<file path="src/rtl/oiap_pkg.sv">
// Shared types and constants of the outside-in autocorrelation prune engine.
// Depends on nothing; every other file of the block refers to it by scoped names.
`default_nettype none

package oiap_pkg;

  localparam int SEQ_LENGTH_DEFAULT = 70;

  localparam int BOUND_W  = 7;
  localparam int SUM_W    = 8;
  localparam int CNT_W    = 7;
  localparam int LAG_W    = 7;
  localparam int PAIR_W   = 6;
  localparam int ERR_W    = 2;
  localparam int TDELTA_W = 3;

  localparam logic [BOUND_W-1:0] CORR_BOUND_RESET = 7'd4;

  localparam logic FUNC_PUSH = 1'b0;
  localparam logic FUNC_POP  = 1'b1;

  localparam logic [ERR_W-1:0] ERR_NONE  = 2'd0;
  localparam logic [ERR_W-1:0] ERR_FULL  = 2'd1;
  localparam logic [ERR_W-1:0] ERR_EMPTY = 2'd2;

  typedef struct packed {
    logic func;
    logic left_value;
    logic right_value;
  } in_word_t;

  typedef struct packed {
    logic              feasible;
    logic [PAIR_W-1:0] pair_count;
    logic              complete;
    logic [ERR_W-1:0]  error;
  } out_word_t;

  // One slot of the lag cell row: either an update for one lag or the
  // check token that collects the per-lag verdicts.
  typedef struct packed {
    logic                valid;
    logic                chk;
    logic                ok;
    logic [LAG_W-1:0]    lag;
    logic [TDELTA_W-1:0] delta;
    logic [TDELTA_W-1:0] cnt_delta;
  } token_t;

  typedef enum logic [3:0] {
    ST_IDLE,
    ST_FETCH,
    ST_PREP,
    ST_WALK_A,
    ST_WALK_B,
    ST_PAIR,
    ST_CHECK,
    ST_DRAIN,
    ST_RESULT
  } state_t;

endpackage

`default_nettype wire

</file>
<file path="src/rtl/oiap_ctrl.sv">
// Step sequencer: input handshake, pair depth, end-value memory, token issue
// into the lag cell row and the output register. Depends on oiap_pkg.
`default_nettype none

module oiap_ctrl #(
  parameter int SEQ_LENGTH = oiap_pkg::SEQ_LENGTH_DEFAULT
) (
  input  wire logic                clk,
  input  wire logic                rst,
  input  wire logic                in_valid,
  output logic                     in_ready,
  input  wire oiap_pkg::in_word_t  in_data,
  output logic                     out_valid,
  input  wire logic                out_ready,
  output oiap_pkg::out_word_t      out_data,
  input  wire oiap_pkg::token_t    tail,
  output oiap_pkg::token_t         tok
);

  localparam int HALF = SEQ_LENGTH / 2;
  localparam int AW   = (HALF > 1) ? $clog2(HALF) : 1;
  localparam int DW   = $clog2(HALF + 1);
  localparam bit EVEN = (SEQ_LENGTH % 2) == 0;
  localparam int LW   = oiap_pkg::LAG_W;
  localparam int TW   = oiap_pkg::TDELTA_W;

  localparam logic [TW-1:0] D_PLUS2  = 3'b010;
  localparam logic [TW-1:0] D_MINUS2 = 3'b110;
  localparam logic [TW-1:0] D_PLUS1  = 3'b001;
  localparam logic [TW-1:0] D_MINUS1 = 3'b111;
  localparam logic [TW-1:0] D_ZERO   = 3'b000;

  oiap_pkg::state_t state, state_next;

  logic [1:0]    pair_mem [HALF];
  logic [1:0]    mem_q;
  logic [AW-1:0] rd_addr;
  logic [AW-1:0] cur_j;
  logic [DW-1:0] depth;
  logic [DW-1:0] work_d;
  logic          vl;
  logic          vr;
  logic          is_pop;
  logic [oiap_pkg::ERR_W-1:0] err;
  logic          feas;

  logic             accept;
  logic             push_ok;
  logic             pop_ok;
  logic             out_free;
  logic             last_j;
  oiap_pkg::token_t tok_next;

  // Sum of two element products, negated when the pair is being removed.
  function automatic logic [TW-1:0] two_delta(input logic a, input logic b,
                                              input logic neg);
    logic [TW-1:0] val;
    if (a == b) begin
      val = (a ^ neg) ? D_PLUS2 : D_MINUS2;
    end else begin
      val = D_ZERO;
    end
    return val;
  endfunction

  always_comb begin
    accept   = in_valid && in_ready;
    push_ok  = accept && (in_data.func == oiap_pkg::FUNC_PUSH)
               && (depth != DW'(HALF));
    pop_ok   = accept && (in_data.func == oiap_pkg::FUNC_POP) && (depth != '0);
    out_free = !out_valid || out_ready;
    last_j   = ((DW'(cur_j) + 1'b1) == work_d);
  end

  // Next state.
  always_comb begin
    state_next = state;
    unique case (state)
      oiap_pkg::ST_IDLE: begin
        if (accept) begin
          if (push_ok) begin
            state_next = oiap_pkg::ST_PREP;
          end else if (pop_ok) begin
            state_next = oiap_pkg::ST_FETCH;
          end else begin
            state_next = oiap_pkg::ST_CHECK;
          end
        end
      end
      oiap_pkg::ST_FETCH:  state_next = oiap_pkg::ST_PREP;
      oiap_pkg::ST_PREP: begin
        state_next = (work_d != '0) ? oiap_pkg::ST_WALK_A : oiap_pkg::ST_PAIR;
      end
      oiap_pkg::ST_WALK_A: state_next = oiap_pkg::ST_WALK_B;
      oiap_pkg::ST_WALK_B: begin
        state_next = last_j ? oiap_pkg::ST_PAIR : oiap_pkg::ST_WALK_A;
      end
      oiap_pkg::ST_PAIR:   state_next = oiap_pkg::ST_CHECK;
      oiap_pkg::ST_CHECK:  state_next = oiap_pkg::ST_DRAIN;
      oiap_pkg::ST_DRAIN: begin
        if (tail.valid && tail.chk) begin
          state_next = oiap_pkg::ST_RESULT;
        end
      end
      oiap_pkg::ST_RESULT: begin
        if (out_free) begin
          state_next = oiap_pkg::ST_IDLE;
        end
      end
      default: state_next = oiap_pkg::ST_IDLE;
    endcase
  end

  // Outputs: handshake and the token issued into the first lag cell.
  // Per earlier pair j, one token covers lag d-j and one covers lag N-1-d-j;
  // each gathers the two products that land on that lag.
  always_comb begin
    in_ready = 1'b0;
    tok_next = '0;
    unique case (state)
      oiap_pkg::ST_IDLE: in_ready = !rst;
      oiap_pkg::ST_WALK_A: begin
        tok_next.valid     = 1'b1;
        tok_next.lag       = LW'(work_d) - LW'(cur_j);
        tok_next.delta     = two_delta(vl == mem_q[1], vr == mem_q[0], is_pop);
        tok_next.cnt_delta = is_pop ? D_MINUS2 : D_PLUS2;
      end
      oiap_pkg::ST_WALK_B: begin
        tok_next.valid     = 1'b1;
        tok_next.lag       = LW'(SEQ_LENGTH - 1) - LW'(work_d) - LW'(cur_j);
        tok_next.delta     = two_delta(vl == mem_q[0], vr == mem_q[1], is_pop);
        tok_next.cnt_delta = is_pop ? D_MINUS2 : D_PLUS2;
      end
      oiap_pkg::ST_PAIR: begin
        tok_next.valid     = 1'b1;
        tok_next.lag       = LW'(SEQ_LENGTH - 1) - (LW'(work_d) << 1);
        tok_next.delta     = ((vl == vr) ^ is_pop) ? D_PLUS1 : D_MINUS1;
        tok_next.cnt_delta = is_pop ? D_MINUS1 : D_PLUS1;
      end
      oiap_pkg::ST_CHECK: begin
        tok_next.valid = 1'b1;
        tok_next.chk   = 1'b1;
        tok_next.ok    = 1'b1;
      end
      oiap_pkg::ST_FETCH, oiap_pkg::ST_PREP, oiap_pkg::ST_DRAIN,
      oiap_pkg::ST_RESULT: begin
        tok_next = '0;
      end
      default: tok_next = '0;
    endcase
  end

  // End-value memory: entry j holds the left and right element of pair j.
  always_ff @(posedge clk) begin
    if (push_ok) begin
      pair_mem[AW'(depth)] <= {in_data.left_value, in_data.right_value};
    end
    mem_q <= pair_mem[rd_addr];
  end

  always_ff @(posedge clk) begin
    if (rst) begin
      state <= oiap_pkg::ST_IDLE;
      depth <= '0;
      tok   <= '0;
    end else begin
      state <= state_next;
      tok   <= tok_next;
      if (push_ok) begin
        depth <= depth + 1'b1;
      end else if (pop_ok) begin
        depth <= depth - 1'b1;
      end
    end
  end

  always_ff @(posedge clk) begin
    if (accept) begin
      is_pop  <= pop_ok;
      rd_addr <= pop_ok ? AW'(depth - 1'b1) : '0;
      if (push_ok) begin
        err    <= oiap_pkg::ERR_NONE;
        work_d <= depth;
        vl     <= in_data.left_value;
        vr     <= in_data.right_value;
      end else if (pop_ok) begin
        err     <= oiap_pkg::ERR_NONE;
        work_d  <= depth - 1'b1;
      end else if (in_data.func == oiap_pkg::FUNC_PUSH) begin
        err <= oiap_pkg::ERR_FULL;
      end else begin
        err <= oiap_pkg::ERR_EMPTY;
      end
    end
    case (state)
      oiap_pkg::ST_FETCH: rd_addr <= '0;
      oiap_pkg::ST_PREP: begin
        cur_j <= '0;
        if (is_pop) begin
          vl <= mem_q[1];
          vr <= mem_q[0];
        end
      end
      oiap_pkg::ST_WALK_A: rd_addr <= AW'(cur_j + 1'b1);
      oiap_pkg::ST_WALK_B: cur_j <= AW'(cur_j + 1'b1);
      oiap_pkg::ST_DRAIN: begin
        if (tail.valid && tail.chk) begin
          feas <= tail.ok;
        end
      end
      default: begin
      end
    endcase
  end

  // Output register: a finished word waits here while the next item is taken.
  always_ff @(posedge clk) begin
    if (rst) begin
      out_valid <= 1'b0;
    end else if ((state == oiap_pkg::ST_RESULT) && out_free) begin
      out_valid <= 1'b1;
    end else if (out_ready) begin
      out_valid <= 1'b0;
    end
  end

  always_ff @(posedge clk) begin
    if ((state == oiap_pkg::ST_RESULT) && out_free) begin
      out_data.feasible   <= feas;
      out_data.pair_count <= oiap_pkg::PAIR_W'(depth);
      out_data.complete   <= EVEN && (depth == DW'(HALF));
      out_data.error      <= err;
    end
  end

endmodule

`default_nettype wire
</file>
<file path="config.mk">
export PLATFORM = sky130hd
export DESIGN_NAME = oiap_ctrl
export DESIGN_NICKNAME = d
export VERILOG_FILES = /design/src/rtl/oiap_pkg.sv /design/src/rtl/oiap_ctrl.sv
export SDC_FILE = /design/constraint.sdc
export NUM_CORES = 1
export LEC_CHECK = 0
export ABC_AREA = 1
export BUFFER_PORTS_ARGS = -buffer_cell sky130_fd_sc_hd__buf_2
export CAP_MARGIN = 10
export CORE_ASPECT_RATIO = 1.4
export CORE_MARGIN = 8
export CORE_UTILIZATION = 60
export CTS_CLUSTER_DIAMETER = 60
export DETAILED_ROUTE_END_ITERATION = 12
export HOLD_SLACK_MARGIN = 0.02
export PLACE_DENSITY = 0.84
export SKIP_LAST_GASP = 1
export SYNTH_ARGS = -nofsm -noshare
export SYNTH_HDL_FRONTEND = slang
export SYNTH_SLANG_ARGS = --single-unit
</file>
<file path="constraint.sdc">
create_clock -name clk -period 4.4 [get_ports clk]
set_clock_uncertainty 0.1 [all_clocks]
set_input_delay 0.88 -clock clk [delete_from_list [all_inputs] [get_ports clk]]
set_output_delay 0.88 -clock clk [all_outputs]
set_load 0.02 [all_outputs]
</file>
==> flow_summary.json <==
{
  "pre_cts_slack_ns": 1.47,
  "p_per_area_nw_per_um2": 641,
  "cts_buffers": 17,
  "via_per_inst": 5.99,
  "postPlaceCellArea_sq_um": 6830,
  "final_cell_area_sq_um": 7400,
  "timing.final.ws_setup_ns": 1.35,
  "p_seq_share_pct": 36.1,
  "fin_setup_tns_ns": 0,
  "slew_viol_final": 0,
  "maxSlewHeadroom_pct": 28.1,
  "worstSetupEndpointType": "flip-flop",
  "required_ns": 4.34,
  "synthCells": 709,
  "layout_common_cells": "nand2_1 (125), nor2_1 (111), edfxtp_1 (102), inv_1 (73), o21ai_0 (54)",
  "start_util_pct": 61.2,
  "detail_route.first_pass.iterations": 7,
  "synth_flop_cell": "edfxtp_1",
  "p_int_mw": 2.93,
  "async_reset_ff_share_pct": 0,
  "ir_worst_vdd_mv": 0.430,
  "clkLatencyLatePin_ns": 0.42,
  "final_util_pct": 68.8,
  "syn_area_sq_um": 6580,
  "pin_count": 51,
  "ys_top_cells_by_area": "edfxtp_1 (47%), dfxtp_1 (8.8%), nand2_1 (7.1%)",
  "synth_top_area_cell": "edfxtp_1",
  "cts_resized": 0,
  "cp.arrival_ns": 2.99,
  "rows": 45,
  "swShare_pct": 38.3,
  "cts_buffer_depth": 2,
  "hold_viol": 0,
  "synth_edf_count": 102,
  "cts_setup_buffers": 0,
  "grt_max_degree": 37,
  "leakage_nw": 3.07,
  "die_y_um": 140,
  "dieWidth_um": 105,
  "drtAntennaViolNets": 0,
  "setup_viol": 0,
  "layout_min_cycle_time_ns": 3.05,
  "dp.final_hpwl_um": 11000,
  "clock.fmax_mhz": 328,
  "total_power_mw": 4.74,
  "dr_total_vias": 5376,
  "maxCapViolations": 0,
  "ys_seq_area_share_pct": 55.4,
  "yosysTopAreaCellShare_pct": 46.5,
  "yosys_warnings": 0,
  "clk_pin_slew_ns": 0.05,
  "fp.coreArea_sq_um": 10800,
  "grt_pass1_vias": 5467,
  "io_buffers": 37,
  "rsz0062_at_grt": "false",
  "finalNonFillerCells": 898,
  "cts_tree": "yes",
  "p_switching_mw": 1.81,
  "cp_max_fo": 11,
  "yosysUniqueCellTypes": 38,
  "finalCritPeriodShare_pct": 69.4,
  "synth_area_per_cell_sq_um": 9.28,
  "hp-class": "reg -> reg",
  "grt_pass1_wl_um": 25800,
  "layout_commonest_cell": "nand2_1",
  "synthesis.nets": 758,
  "criticalPathCategory": "reg -> reg",
  "clockRootBuffer": "clkbuf_16",
  "cts.hold.buffers_added": 0,
  "antenna_cells": 0,
  "syn2layout_area_growth_pct": 12.4,
  "p_comb_share_pct": 35.3,
  "grt_overflow_total": 0,
  "track_usage_pct": 22.3,
  "synth_seq_cells": 131,
  "status": "complete, no violations",
  "fillers": 770,
  "worst_pin_slew_ns": 1.07,
  "grt_antenna_before_repair": 0,
  "hold_slack_ns": 0.333,
  "worst_setup_path_start_kind": "flip-flop",
  "initialDrtViolationCount": 480,
  "gp_congestion": 0.940,
  "clkPwrFrac_pct": 28.6,
  "wire_per_inst_um": 18.2,
  "wl_um": 16300,
  "clock_sinks": 131,
  "drive_gt1_share_pct": 12.2,
  "route.detailed.drc": 0,
  "die-area_sq_um": 14600,
  "placed_cells": 866,
  "fin_nets": 793,
  "h-tree-depth": 4
}
[power groups by stage]
stage	registers, mW	clock network [mW]	logic (mW)
after floorplan	1.67	0	1.25
after global placement	1.71	0	1.56
after detailed placement	1.72	0	1.62
after CTS	1.70	1.35	1.66
after global routing	1.73	1.40	1.89
final	1.71	1.36	1.67
[flip-flops by register name (all words and copies together), names as in the netlist, 2 cells and up]
register and count:
pair_mem 70, tok 14, out_data 10, cur_j 6, depth 6, rd_addr 6
work_d 6, state 4, err 2, mem_q 2
[final cells by class]
cell class                 instances  area [sq um]  area share, %
tap                              141           176           2.38
timing repair buffer              39           200           2.71
inverter                          78           293           3.96
sequential                       131          3640           49.2
multi-input combinational        477          2510           34.0
clock inverter                     4          46.3          0.626
clock buffer                      28           528           7.14
[logic make-up (layout without fill, tap and decap cells)]
group                    after synthesis  count (layout)  synth area share, %
adder cells (fa/ha/maj)               26              26                 5.06
AO/OA/AOI/OAI                        117             117                 9.88
flip-flops                           131             131                 55.4
AND/OR/NAND/NOR                      321             321                 21.5
XOR/XNOR                              13              13                 1.73
buffers and inverters                101             149                 6.48
[critical path, stage by stage, from the launching register on]
cell and delay [ns]:
dfxtp_1 0.35, inv_1 0.07, nor2_1 0.26, inv_1 0.11, nor2_1 0.71, clkinv_1 0.56, o21ai_0 0.52
[synthesized netlist by cell type (2+ instances only)]
| library cell | instances |
|---|---|
| o31ai_1 | 3 |
| clkbuf_1 | 8 |
| edfxtp_1 | 102 |
| nand3_1 | 45 |
| dfxtp_1 | 29 |
| buf_4 | 4 |
| ha_1 | 25 |
| a21oi_1 | 19 |
| nand2_1 | 125 |
| a31oi_1 | 7 |
| nand2_2 | 4 |
| clkinv_1 | 2 |
| o21ai_0 | 54 |
| inv_1 | 73 |
| nand3_2 | 3 |
| nand4_1 | 7 |
| nor3_1 | 9 |
| nand4_2 | 3 |
| buf_6 | 3 |
| nor2_4 | 2 |
| o21ai_1 | 6 |
| o22ai_1 | 20 |
| buf_2 | 8 |
| xor2_1 | 8 |
| nor2_1 | 111 |
| xnor2_1 | 5 |
| or2_2 | 2 |
| inv_2 | 3 |
| o211ai_1 | 3 |
| nor2_2 | 8 |
[path summary, 6_finish.rpt]
check	start	end	slack, ns	cells after the start
min	feas	out_data[9]	0.33	0
min reg2reg	feas	out_data[9]	0.33	0
max	state[2]	cur_j[0]	1.35	6
max reg2reg	state[2]	cur_j[0]	1.35	6
[metal layers]
metal / part of all wire (%) / vias up / track usage (%)
li1: - / 2484 / -
met1: 35 / 2513 / 22.6
met2: 52 / 302 / 39.6
met3: 7.4 / 77 / 5.05
met4: 5.4 / 0 / 15.4
met5: 0 / - / 0
(Power assumes the default switching activity.)
