File: src/rtl/oiap_pkg.sv
// Shared types and constants of the outside-in autocorrelation prune engine.
// Depends on nothing; every other file of the block refers to it by scoped names.
`default_nettype none

package oiap_pkg;

  localparam int SEQ_LENGTH_DEFAULT = 70;

  localparam int BOUND_W  = 7;
  localparam int SUM_W    = 8;
  localparam int CNT_W    = 7;
  localparam int LAG_W    = 7;
  localparam int PAIR_W   = 6;
  localparam int ERR_W    = 2;
  localparam int TDELTA_W = 3;

  localparam logic [BOUND_W-1:0] CORR_BOUND_RESET = 7'd4;

  localparam logic FUNC_PUSH = 1'b0;
  localparam logic FUNC_POP  = 1'b1;

  localparam logic [ERR_W-1:0] ERR_NONE  = 2'd0;
  localparam logic [ERR_W-1:0] ERR_FULL  = 2'd1;
  localparam logic [ERR_W-1:0] ERR_EMPTY = 2'd2;

  typedef struct packed {
    logic func;
    logic left_value;
    logic right_value;
  } in_word_t;

  typedef struct packed {
    logic              feasible;
    logic [PAIR_W-1:0] pair_count;
    logic              complete;
    logic [ERR_W-1:0]  error;
  } out_word_t;

  // One slot of the lag cell row: either an update for one lag or the
  // check token that collects the per-lag verdicts.
  typedef struct packed {
    logic                valid;
    logic                chk;
    logic                ok;
    logic [LAG_W-1:0]    lag;
    logic [TDELTA_W-1:0] delta;
    logic [TDELTA_W-1:0] cnt_delta;
  } token_t;

  typedef enum logic [3:0] {
    ST_IDLE,
    ST_FETCH,
    ST_PREP,
    ST_WALK_A,
    ST_WALK_B,
    ST_PAIR,
    ST_CHECK,
    ST_DRAIN,
    ST_RESULT
  } state_t;

endpackage

`default_nettype wire

File: src/rtl/oiap_cell.sv
// One lag cell: holds the correlation sum and term count of a single lag and
// passes the token slot on to the next cell. Depends on oiap_pkg.
`default_nettype none

module oiap_cell #(
  parameter int SEQ_LENGTH = oiap_pkg::SEQ_LENGTH_DEFAULT,
  parameter int LAG        = 1
) (
  input  wire logic                         clk,
  input  wire logic                         rst,
  input  wire logic [oiap_pkg::BOUND_W-1:0] bound,
  input  wire oiap_pkg::token_t             tok_in,
  output oiap_pkg::token_t                  tok_out
);

  localparam int SW = oiap_pkg::SUM_W;
  localparam int CW = oiap_pkg::CNT_W;
  localparam int TW = oiap_pkg::TDELTA_W;

  logic signed [SW-1:0] sum;
  logic [CW-1:0]        cnt;
  logic                 hit;
  logic [SW-1:0]        mag;
  logic [SW:0]          limit;
  logic                 pass;
  oiap_pkg::token_t     tok_pass;

  assign hit = tok_in.valid && !tok_in.chk
               && (tok_in.lag == oiap_pkg::LAG_W'(LAG));

  always_comb begin
    mag   = sum[SW-1] ? (~sum + 1'b1) : sum;
    // Bound plus the terms of this lag that are not fixed yet.
    limit = (SW+1)'(bound) + (SW+1)'(SEQ_LENGTH - LAG) - (SW+1)'(cnt);
    pass  = ({1'b0, mag} <= limit);
    tok_pass    = tok_in;
    tok_pass.ok = tok_in.ok && (!tok_in.chk || pass);
  end

  always_ff @(posedge clk) begin
    if (rst) begin
      sum     <= '0;
      cnt     <= '0;
      tok_out <= '0;
    end else begin
      if (hit) begin
        sum <= sum + {{(SW-TW){tok_in.delta[TW-1]}}, tok_in.delta};
        cnt <= cnt + {{(CW-TW){tok_in.cnt_delta[TW-1]}}, tok_in.cnt_delta};
      end
      tok_out <= tok_pass;
    end
  end

endmodule

`default_nettype wire

File: config.mk
export PLATFORM = sky130hd
export DESIGN_NAME = oiap_cell
export DESIGN_NICKNAME = d
export VERILOG_FILES = /design/src/rtl/oiap_pkg.sv /design/src/rtl/oiap_cell.sv
export SDC_FILE = /design/constraint.sdc
export NUM_CORES = 1
export LEC_CHECK = 0
export BUFFER_PORTS_ARGS = -buffer_cell sky130_fd_sc_hd__buf_2
export CORE_ASPECT_RATIO = 0.8
export CORE_MARGIN = 3
export CORE_UTILIZATION = 52
export CTS_BUF_LIST = sky130_fd_sc_hd__clkbuf_8
export DETAILED_ROUTE_END_ITERATION = 12
export GPL_ROUTABILITY_DRIVEN = 0
export PLACE_DENSITY = 0.84
export SYNTH_ARGS = -nofsm -noshare
export SYNTH_HDL_FRONTEND = slang
export SYNTH_SLANG_ARGS = --single-unit
File: constraint.sdc
create_clock -name clk -period 3.1 [get_ports clk]
set_clock_uncertainty 0.1 [all_clocks]
set_input_delay 0.62 -clock clk [delete_from_list [all_inputs] [get_ports clk]]
set_output_delay 0.62 -clock clk [all_outputs]
set_load 0.1 [all_outputs]
==> results.yml, run 1 <==
outcome:
  status: "complete, no violations"
floorplan:
  fp.dieW_um: 78.7
  rows: 20
  die_y_um: 64.2
  die-area_mm2: 0.00505
  io_pins: 41
  core_mm2: 0.00393
  floorplan.initialDensity_pct: 56.0
logic_synthesis:
  synth_top_area_share_pct: 28.2
  synthFlopType: "dfxtp_1"
  synth-simple-area-share_pct: 20.4
  synth_warnings: 0
  avgSynthCellArea_um2: 8.52
  syn_nets: 321
  synth-async-reset-ratio_pct: 0
  yosys-mux-area-fraction_pct: 2.79
  synth_top_family_by_area: "adder cells"
  synth_xor_xnor_area_share_pct: 3.19
  synthAdderAreaFrac_pct: 22.7
  yosysSeqAreaShare_pct: 28.2
  syn_inst: 258
  synth_edf_count: 0
  synth-compound-area-share_pct: 16.8
  synth_area_leaders: "dfxtp_1 (28%), ha_1 (20%), nor2b_1 (5.7%)"
  netlist.top_cell.by_area: "dfxtp_1"
  ys_types: 45
  synth_area_mm2: 0.00220
  synth-seq-cells: 31
detailed_routing:
  wl_met1_um: 2210
  drt_iter0_drc: 116
  via_count: 1977
  drcViolationCount: 0
  drt-total-wl_um: 4800
  first_pass_iters: 4
  highest_layer: "met4"
  wl_met2_um: 2210
  ant_nets: 0
  met3_wirelength_um: 328
  vias_per_cell: 5.43
  wl_per_cell_um: 13.2
sta:
  finalSetupViolCount: 0
  worst_slew_pin_slew_ps: 626
  hold_violations: 0
  fmax_ghz: 0.330
  fin_crit_sh_pct: 97.7
  maxSlewViolCount: 0
  fin_crit_ps: 3030
  slew_headroom_pct: 58.2
power_and_ir_drop:
  p_leak_nw: 1.28
  vdd_ir_drop_max_v: 0.000240
  powerDensity_mw_per_mm2: 366
finish:
  layout.cells.most_common: "buf_2"
  final_util_pct: 68.2
  drive_above_1_share_pct: 24.6
  nFillCells: 305
  layout_common_cells: "buf_2 (40), ha_1 (32), dfxtp_1 (31)"
  antenna_cells: 0
  final_nets: 372
  stdcell_count: 364
  area_growth_pct: 21.8
  seqCellArea_um2: 621
  multi_input_area_mm2: 0.00152
clock_network:
  numCtsBuffers: 5
  cts_sinks: 31
  insertion_delay_ps: 280
  htree_levels: 2
  clkTransAtPathRegs_ps: 60
  ctsLongestPathBuffers: 2
  cts_tree: "built"
  cts_root_buf: "clkbuf_8"
  ctsHoldBuffers: 0
flow_run:
  cap_viol_max_count: 0
min_path:
  min_from: "cnt[4]$_SDFFE_PP0P_"
  hold_end: "cnt[4]$_SDFFE_PP0P_"
  holdPathStages: 2
  hold_class: "reg2reg"
placement:
  dp_cells: 353
  io_buffers: 40
  dp_hpwl_um: 3610
worst_setup_path:
  cp_data_required_time_ps: 3230
  r2r-end: "tok_out[13]$_SDFF_PP0_"
  rr_worst_depth: 13
  critical_path_class: "in2reg"
  reg2reg_slack_ps: 130
  path_common_cell: "inv_2"
  max_stage_delay_ps: 370
  reg2reg_from: "cnt[3]$_SDFFE_PP0P_"
  cp.arrival_ps: 3150
  critPathLaunchType: "primary input"
  crit_fanout: 3
  endpoint_kind: "flip-flop"
  crit_path_cell_trace: "buf_2 -> inv_2 -> ha_1 -> inv_1 -> ha_2 -> inv_2 -> fa_2 -> nor2b_2 -> o21ai_2 -> a21oi_2 -> nand2b_4 -> ha_4 -> o21a_1 -> o21ai_1 -> a31oi_1 -> o221ai_1 -> and3b_1"
  cp_slowest_cell: "fa_2"
grt:
  grt_pass1_vias: 1778
  grt_pass1_wl_um: 7600
  grt_max_degree: 36
  antenna_found_initial: 0
  grt_overflow_total: 0
  grt_usage_pct: 18.5
## where the power goes
group	leakage, nW	total, W	switching [W]	internal [W]
Clock	0.0470	0.000319	0.000145	0.000174
Sequential	0.254	0.000412	0.00000231	0.000410
Combinational	0.981	0.000250	0.000166	0.0000846
Total	1.28	0.000981	0.000313	0.000668
## Yosys cell counts (2+ instances only)
master    number
nor2_1        24
o31a_1         2
dfxtp_1       31
nand2b_1       3
o31ai_1        4
xnor2_1        5
ha_1          35
a21o_1         3
clkbuf_1       4
o21a_1         6
xor2_1         3
a211oi_1       5
inv_1         27
a21oi_1       16
fa_1           3
nor3_1         6
nor2b_1       20
or2_2          2
nand2_1       11
o21ai_0       11
mux2i_1        5
a31oi_1        2
nand3_1        5
buf_2          2
nand4_1        3
## how the worst max path moves through the flow
stage | from | to | slack, ps
after floorplan | bound[1] | tok_out[13]$_SDFF_PP0_ | 10
after global placement | bound[1] | tok_out[13]$_SDFF_PP0_ | -210
after detailed placement | bound[1] | tok_out[13]$_SDFF_PP0_ | -300
after CTS | bound[1] | tok_out[13]$_SDFF_PP0_ | 40
after global routing | bound[1] | tok_out[13]$_SDFF_PP0_ | -150
final | bound[1] | tok_out[13]$_SDFF_PP0_ | 70
## logic make-up after synthesis
logic type | count (synthesis)
fa+ha+maj | 38
buf+inv | 34
compound gates | 57
mux | 6
simple gates | 84
flops | 31
xor+xnor | 8
## cell type report
type                       count  share of cell area [%]
timing repair buffer          51                    10.6
inverter                      27                    3.79
multi-input combinational    193                    56.6
clock inverter                 1                   0.187
sequential                    31                    23.2
tap                           55                    2.57
clock buffer                   6                    3.08
## metrics by stage
stage	hold slack (ps)	setup TNS, ps	total power, W	cell area [um^2]	setup slack, ps
6_report	425	0	0.000981	2680	72.6
5_1_grt	455	-146	0.00103	2680	-146
4_1_cts	430	0	0.000965	2580	40.4
3_5_place_dp	416	-297	0.000646	2490	-297
3_3_place_gp	409	-210	0.000641	2490	-210
2_1_floorplan	369	0	0.000587	2200	11.4
## state kept, by name, indices dropped and copies added, names as in the netlist
name / count
tok_out: 16
sum: 8
cnt: 7
## layer usage
layer | vias to the layer above | GRT usage, %
met5 | - | 0
met3 | 7 | 4.37
met4 | 0 | 4.80
met2 | 65 | 31.8
met1 | 897 | 23.3
li1 | 1008 | -
## worst max-delay path: cells and delay by family
family	cells	cell delay, ps
simple gates	3	480
compound gates	6	840
fa+ha+maj	4	1000
buf+inv	4	210
## repair_timing
item	in CTS	in global routing
buffers inserted	0	4
pin swaps	1	11
resized for setup	1	15
setup endpoints to repair	1	1
Note: power is estimated with default switching activity, not from simulation.
==> inputs of run 2 (changes only) <==
PLACE_DENSITY = 0.9   (was 0.84)
==> run 2 against run 1 <==
Net effect: wire length is 6.7% higher; clock power is 2% higher; sequential power hardly changed; register-to-register slack worse by 40 ps; non-clock buffer count is 4 lower; sequential share of layout area is 0.22 points higher; final area is 0.75% lower; setup slack worse by 7.4 ps; clock-buffer cell count stayed put.
==> results.yml, run 2 (synthesis gave the netlist of run 1 again) <==
sta:
  fin_crit_sh_pct: 97.9
  slew_headroom_pct: 60.1
  fmax_ghz: 0.330
  worst_slew_pin_slew_ps: 599
  fin_crit_ps: 3030
  hold_violations: 0
  maxSlewViolCount: 0
  finalSetupViolCount: 0
power_and_ir_drop:
  p_sw_w: 0.000322
  pwr-share-comb_pct: 25.2
  pwr-share-clk_pct: 33.0
  powerDensity_mw_per_mm2: 371
  p_leak_nw: 1.26
  sequentialPowerShare_pct: 41.8
  intPower_w: 0.000664
  switching_share_pct: 32.6
  vdd_ir_drop_max_v: 0.000239
grt:
  grt_overflow_total: 0
  top_usage_layer: "met2"
  globalRouteMet3Util_pct: 6.20
  antenna_found_initial: 0
  grt_max_degree: 36
  grt_pass1_vias: 1875
  grt_use_met2_pct: 30.9
  grt_usage_pct: 19.7
  grt_pass1_wl_um: 7910
  grt_util_met1_pct: 24.3
finish:
  top_register: "tok_out"
  antenna_cells: 0
  area_growth_pct: 20.9
  layout.cells.most_common: "buf_2"
  reg_top3: "tok_out x16, sum x8, cnt x7"
  largest_reg_flops: 16
  final_util_pct: 67.6
  fin_area_mm2: 0.00266
  nFillCells: 333
  final_nets: 368
  layout_common_cells: "buf_2 (40), ha_1 (32), dfxtp_1 (30)"
  drive_above_1_share_pct: 24.3
floorplan:
  fp.dieW_um: 78.7
  die-area_mm2: 0.00505
  floorplan.initialDensity_pct: 56.0
  rows: 20
  io_pins: 41
  core_mm2: 0.00393
  die_y_um: 64.2
min_path:
  hold_end: "cnt[0]$_SDFFE_PP0P_"
  hold_class: "reg2reg"
  holdPathStages: 2
  min_from: "cnt[0]$_SDFFE_PP0P_"
worst_setup_path:
  endpoint_kind: "flip-flop"
  reg2reg_slack_ps: 90
  critPathLaunchType: "primary input"
  critical_path_class: "in2reg"
  cp_data_required_time_ps: 3190
  crit_fanout: 3
  rr_worst_depth: 15
  reg2reg_from: "cnt[1]$_SDFFE_PP0P_"
  r2r-end: "tok_out[13]$_SDFF_PP0_"
  cp.arrival_ps: 3120
clock_network:
  cts_root_buf: "clkbuf_8"
  clkTransAtPathRegs_ps: 70
  insertion_delay_ps: 290
  cts_tree: "built"
  numCtsBuffers: 5
  cts_sinks: 31
  ctsLongestPathBuffers: 2
  ctsHoldBuffers: 0
  htree_levels: 2
detailed_routing:
  drt_iter0_drc: 113
  vias_per_cell: 5.56
  wl_per_cell_um: 14.2
  first_pass_iters: 4
  ant_nets: 0
  via_count: 2001
  drcViolationCount: 0
  drt-total-wl_um: 5120
placement:
  dp_hpwl_um: 3580
  io_buffers: 40
  dpl_cell_area_mm2: 0.00247
flow_run:
  cap_viol_max_count: 0
outcome:
  status: "complete, no violations"
run 2: cell count changes in the layout (fill, tap and decap cells not counted), sizes merged:
cell / before / now
buf: 51 / 47
run 2: worst max-delay path by stage:
stage,from,end,depth (start not counted)
2_1_floorplan,bound[1],tok_out[13]$_SDFF_PP0_,16
3_3_place_gp,bound[1],tok_out[13]$_SDFF_PP0_,17
3_5_place_dp,bound[1],tok_out[13]$_SDFF_PP0_,17
4_1_cts,bound[2],tok_out[13]$_SDFF_PP0_,15
5_1_grt,bound[2],tok_out[13]$_SDFF_PP0_,15
6_report,bound[1],tok_out[13]$_SDFF_PP0_,17
run 2: power groups by stage:
stage                     clock network (W)   logic, W  registers [W]
after global routing               0.000355   0.000267       0.000413
final                              0.000325   0.000249       0.000412
after CTS                          0.000334   0.000221       0.000412
after floorplan                           0  0.0000848       0.000502
after global placement                    0   0.000214       0.000421
after detailed placement                  0   0.000220       0.000421
run 2: what timing repair did:
item | in CTS | in global routing
setup buffers | 0 | 3
pin swaps | 1 | 14
cloned | 0 | 0
setup endpoints to repair | 1 | 1
resized for setup | 0 | 19
run 2: worst max-delay path, cell delays in order:
cell	delay [ps]
buf_2	100
inv_2	50
ha_4	190
inv_1	90
ha_4	150
inv_2	40
fa_2	370
nor2b_2	130
o21ai_2	80
a21oi_2	240
buf_4	150
o311a_1	170
ha_1	240
nand4_1	90
o21a_1	140
o221ai_2	80
and3b_1	180
run 2: cell type report:
| type | count | area [um^2] | area share (%) |
|---|---|---|---|
| clock buffer | 6 | 82.6 | 3.11 |
| inverter | 27 | 101 | 3.81 |
| sequential | 31 | 622 | 23.4 |
| clock inverter | 1 | 5.00 | 0.188 |
| timing repair buffer | 47 | 253 | 9.51 |
| multi-input combinational | 193 | 1530 | 57.4 |
| tap | 55 | 68.8 | 2.59 |
run 2: stage by stage:
| stage | worst slack [ps] | instances | power, W | TNS (ps) | hold WS, ps |
|---|---|---|---|---|---|
| 2_1_floorplan | 11.4 | 258 | 0.000587 | 0 | 369 |
| 3_3_place_gp | -197 | 350 | 0.000635 | -197 | 411 |
| 3_5_place_dp | -293 | 350 | 0.000641 | -293 | 415 |
| 4_1_cts | 6.76 | 357 | 0.000968 | 0 | 431 |
| 5_1_grt | -80.4 | 360 | 0.00103 | -80.4 | 465 |
| 6_report | 65.2 | 360 | 0.000986 | 0 | 431 |
run 2: metal layers:
metal / vias to the layer above / part of all wire, %
met3: 15 / 7.3
met1: 923 / 44
met5: - / 0
met4: 0 / 2.6
met2: 70 / 46
li1: 993 / -
==> inputs of run 3 (changes only) <==
BUFFER_PORTS_ARGS = not set   (was -buffer_cell sky130_fd_sc_hd__buf_2)
CORE_UTILIZATION = 60   (was 52)
CTS_CLUSTER_DIAMETER = 120   (was not set)
DONT_BUFFER_PORTS = 1   (was not set)
PLACE_DENSITY = 0.91   (was 0.9)
SETUP_SLACK_MARGIN = 0.2   (was not set)
==> run 3 against run 2 <==
Net effect: sequential share of layout area increased by 2.2 points; clock power decreased by 3%; power decreased by 5.4%; die area decreased by 12%; critical path type unchanged; critical endpoint unchanged; largest power group unchanged.
==> results.yml, run 3 (synthesis gave the netlist of run 1 again) <==
worst_setup_path:
  cp_data_required_time_ps: 3210
  cp.arrival_ps: 2950
  crit_fanout: 3
  critical_path_class: "in2reg"
  endpoint_kind: "flip-flop"
  critPathLaunchType: "primary input"
outcome:
  status: "complete, no violations"
grt:
  grt_overflow_total: 0
  grt_pass1_vias: 1673
  grt_max_degree: 36
  grt_usage_pct: 20.2
  antenna_found_initial: 0
  grt_pass1_wl_um: 6970
floorplan:
  floorplan.initialDensity_pct: 63.3
  core_mm2: 0.00347
  die-area_mm2: 0.00443
  fp.dieW_um: 73.7
  die_y_um: 60.1
  io_pins: 41
  rows: 19
finish:
  largest_reg_flops: 16
  drive_above_1_share_pct: 13.7
  antenna_cells: 0
  nFillCells: 265
  top_register: "tok_out"
  final_util_pct: 70.8
  fin_area_mm2: 0.00246
  layout.cells.most_common: "ha_1"
  reg_top3: "tok_out x16, sum x8, cnt x7"
  area_growth_pct: 11.8
  layout_common_cells: "ha_1 (28), dfxtp_1 (27), nor2_1 (24), inv_1 (24), nor2b_1 (19)"
  final_nets: 325
detailed_routing:
  first_pass_iters: 4
  ant_nets: 0
  via_count: 1787
  drcViolationCount: 0
  wl_per_cell_um: 15.0
  met3_wirelength_um: 248
  drt_iter0_drc: 74
  drt-total-wl_um: 4550
  highest_layer: "met4"
  vias_per_cell: 5.88
  wl_met1_um: 2190
  wl_met2_um: 2070
clock_network:
  ctsLongestPathBuffers: 2
  cts_tree: "built"
  insertion_delay_ps: 280
  cts_root_buf: "clkbuf_8"
  htree_levels: 2
  numCtsBuffers: 5
  cts_sinks: 31
  clkTransAtPathRegs_ps: 70
placement:
  dpl_cell_area_mm2: 0.00229
  io_buffers: 0
  dp_hpwl_um: 3340
power_and_ir_drop:
  p_sw_w: 0.000288
  switching_share_pct: 30.9
  pwr-share-comb_pct: 13.1
  vdd_ir_drop_max_v: 0.000278
  pwr-share-clk_pct: 33.9
  sequentialPowerShare_pct: 53.0
  powerDensity_mw_per_mm2: 379
  intPower_w: 0.000644
  p_leak_nw: 1.07
sta:
  worst_slew_pin_slew_ps: 943
  rsz0062_at_grt: "false"
  fin_crit_sh_pct: 91.6
  finalSetupViolCount: 0
  slew_headroom_pct: 37.1
  setup_tns_ps: 0
  whs_ps: 304
  hold_violations: 0
  fin_crit_ps: 2840
  maxSlewViolCount: 0
  fmax_ghz: 0.352
flow_run:
  cap_viol_max_count: 0
min_path:
  hold_class: "in2reg"
-- run 3: power groups by stage --
stage,Sequential [W],Clock (W),Combinational [W]
2_1_floorplan,0.000502,0,0.0000925
3_3_place_gp,0.000504,0,0.000101
3_5_place_dp,0.000504,0,0.000107
4_1_cts,0.000495,0.000326,0.000107
5_1_grt,0.000495,0.000344,0.000137
6_report,0.000494,0.000316,0.000122
-- run 3: routing by layer --
| layer | vias up | GRT usage (%) |
|---|---|---|
| met5 | - | 0 |
| met4 | 0 | 5.94 |
| met3 | 6 | 5.04 |
| met2 | 46 | 32.2 |
| met1 | 823 | 26.9 |
| li1 | 912 | - |
-- run 3: per-stage QoR --
step           worst slack, ps  instances  power (W)
2_1_floorplan              193        258   0.000595
3_3_place_gp              60.4        294   0.000604
3_5_place_dp              17.2        294   0.000610
4_1_cts                    230        301   0.000928
5_1_grt                    115        304   0.000976
6_report                   260        304   0.000933
-- run 3: what timing repair did --
action                     in CTS  in global routing
resized for setup               1                 12
hold buffers                    0                  0
setup buffers                   0                  3
pin swaps                       0                 11
setup endpoints to repair       1                  1
-- run 3: critical path, stage by stage --
cell and delay, ps:
inv_8 10, ha_4 230, inv_4 50, ha_4 120
inv_2 30, fa_2 350, nor2b_2 160, o21ai_2 90
a21oi_2 200, nand2b_1 130, ha_1 230, o21a_1 170
o21ai_1 140, a31oi_1 60, o221ai_1 180, and3b_1 170
-- run 3: final timing paths --
| kind | startpoint | endpoint | slack, ps | depth (start not counted) |
|---|---|---|---|---|
| setup / recovery | bound[1] | tok_out[13]$_SDFF_PP0_ | 260 | 16 |
| hold / removal | rst | tok_out[8]$_SDFF_PP0_ | 300 | 1 |
| setup reg to reg | cnt[1]$_SDFFE_PP0P_ | tok_out[13]$_SDFF_PP0_ | 270 | 15 |
| hold reg to reg | cnt[3]$_SDFFE_PP0P_ | cnt[3]$_SDFFE_PP0P_ | 420 | 2 |
-- run 3: layout make-up --
type	count	area (um^2)	share of cell area, %
flip-flops and latches	31	628	25.6
clock buffers	6	82.6	3.36
multi-input cells	193	1550	63.0
clock inverters	1	5.00	0.204
repair buffers	4	30.0	1.22
inverters	27	111	4.53
well taps	42	52.6	2.14
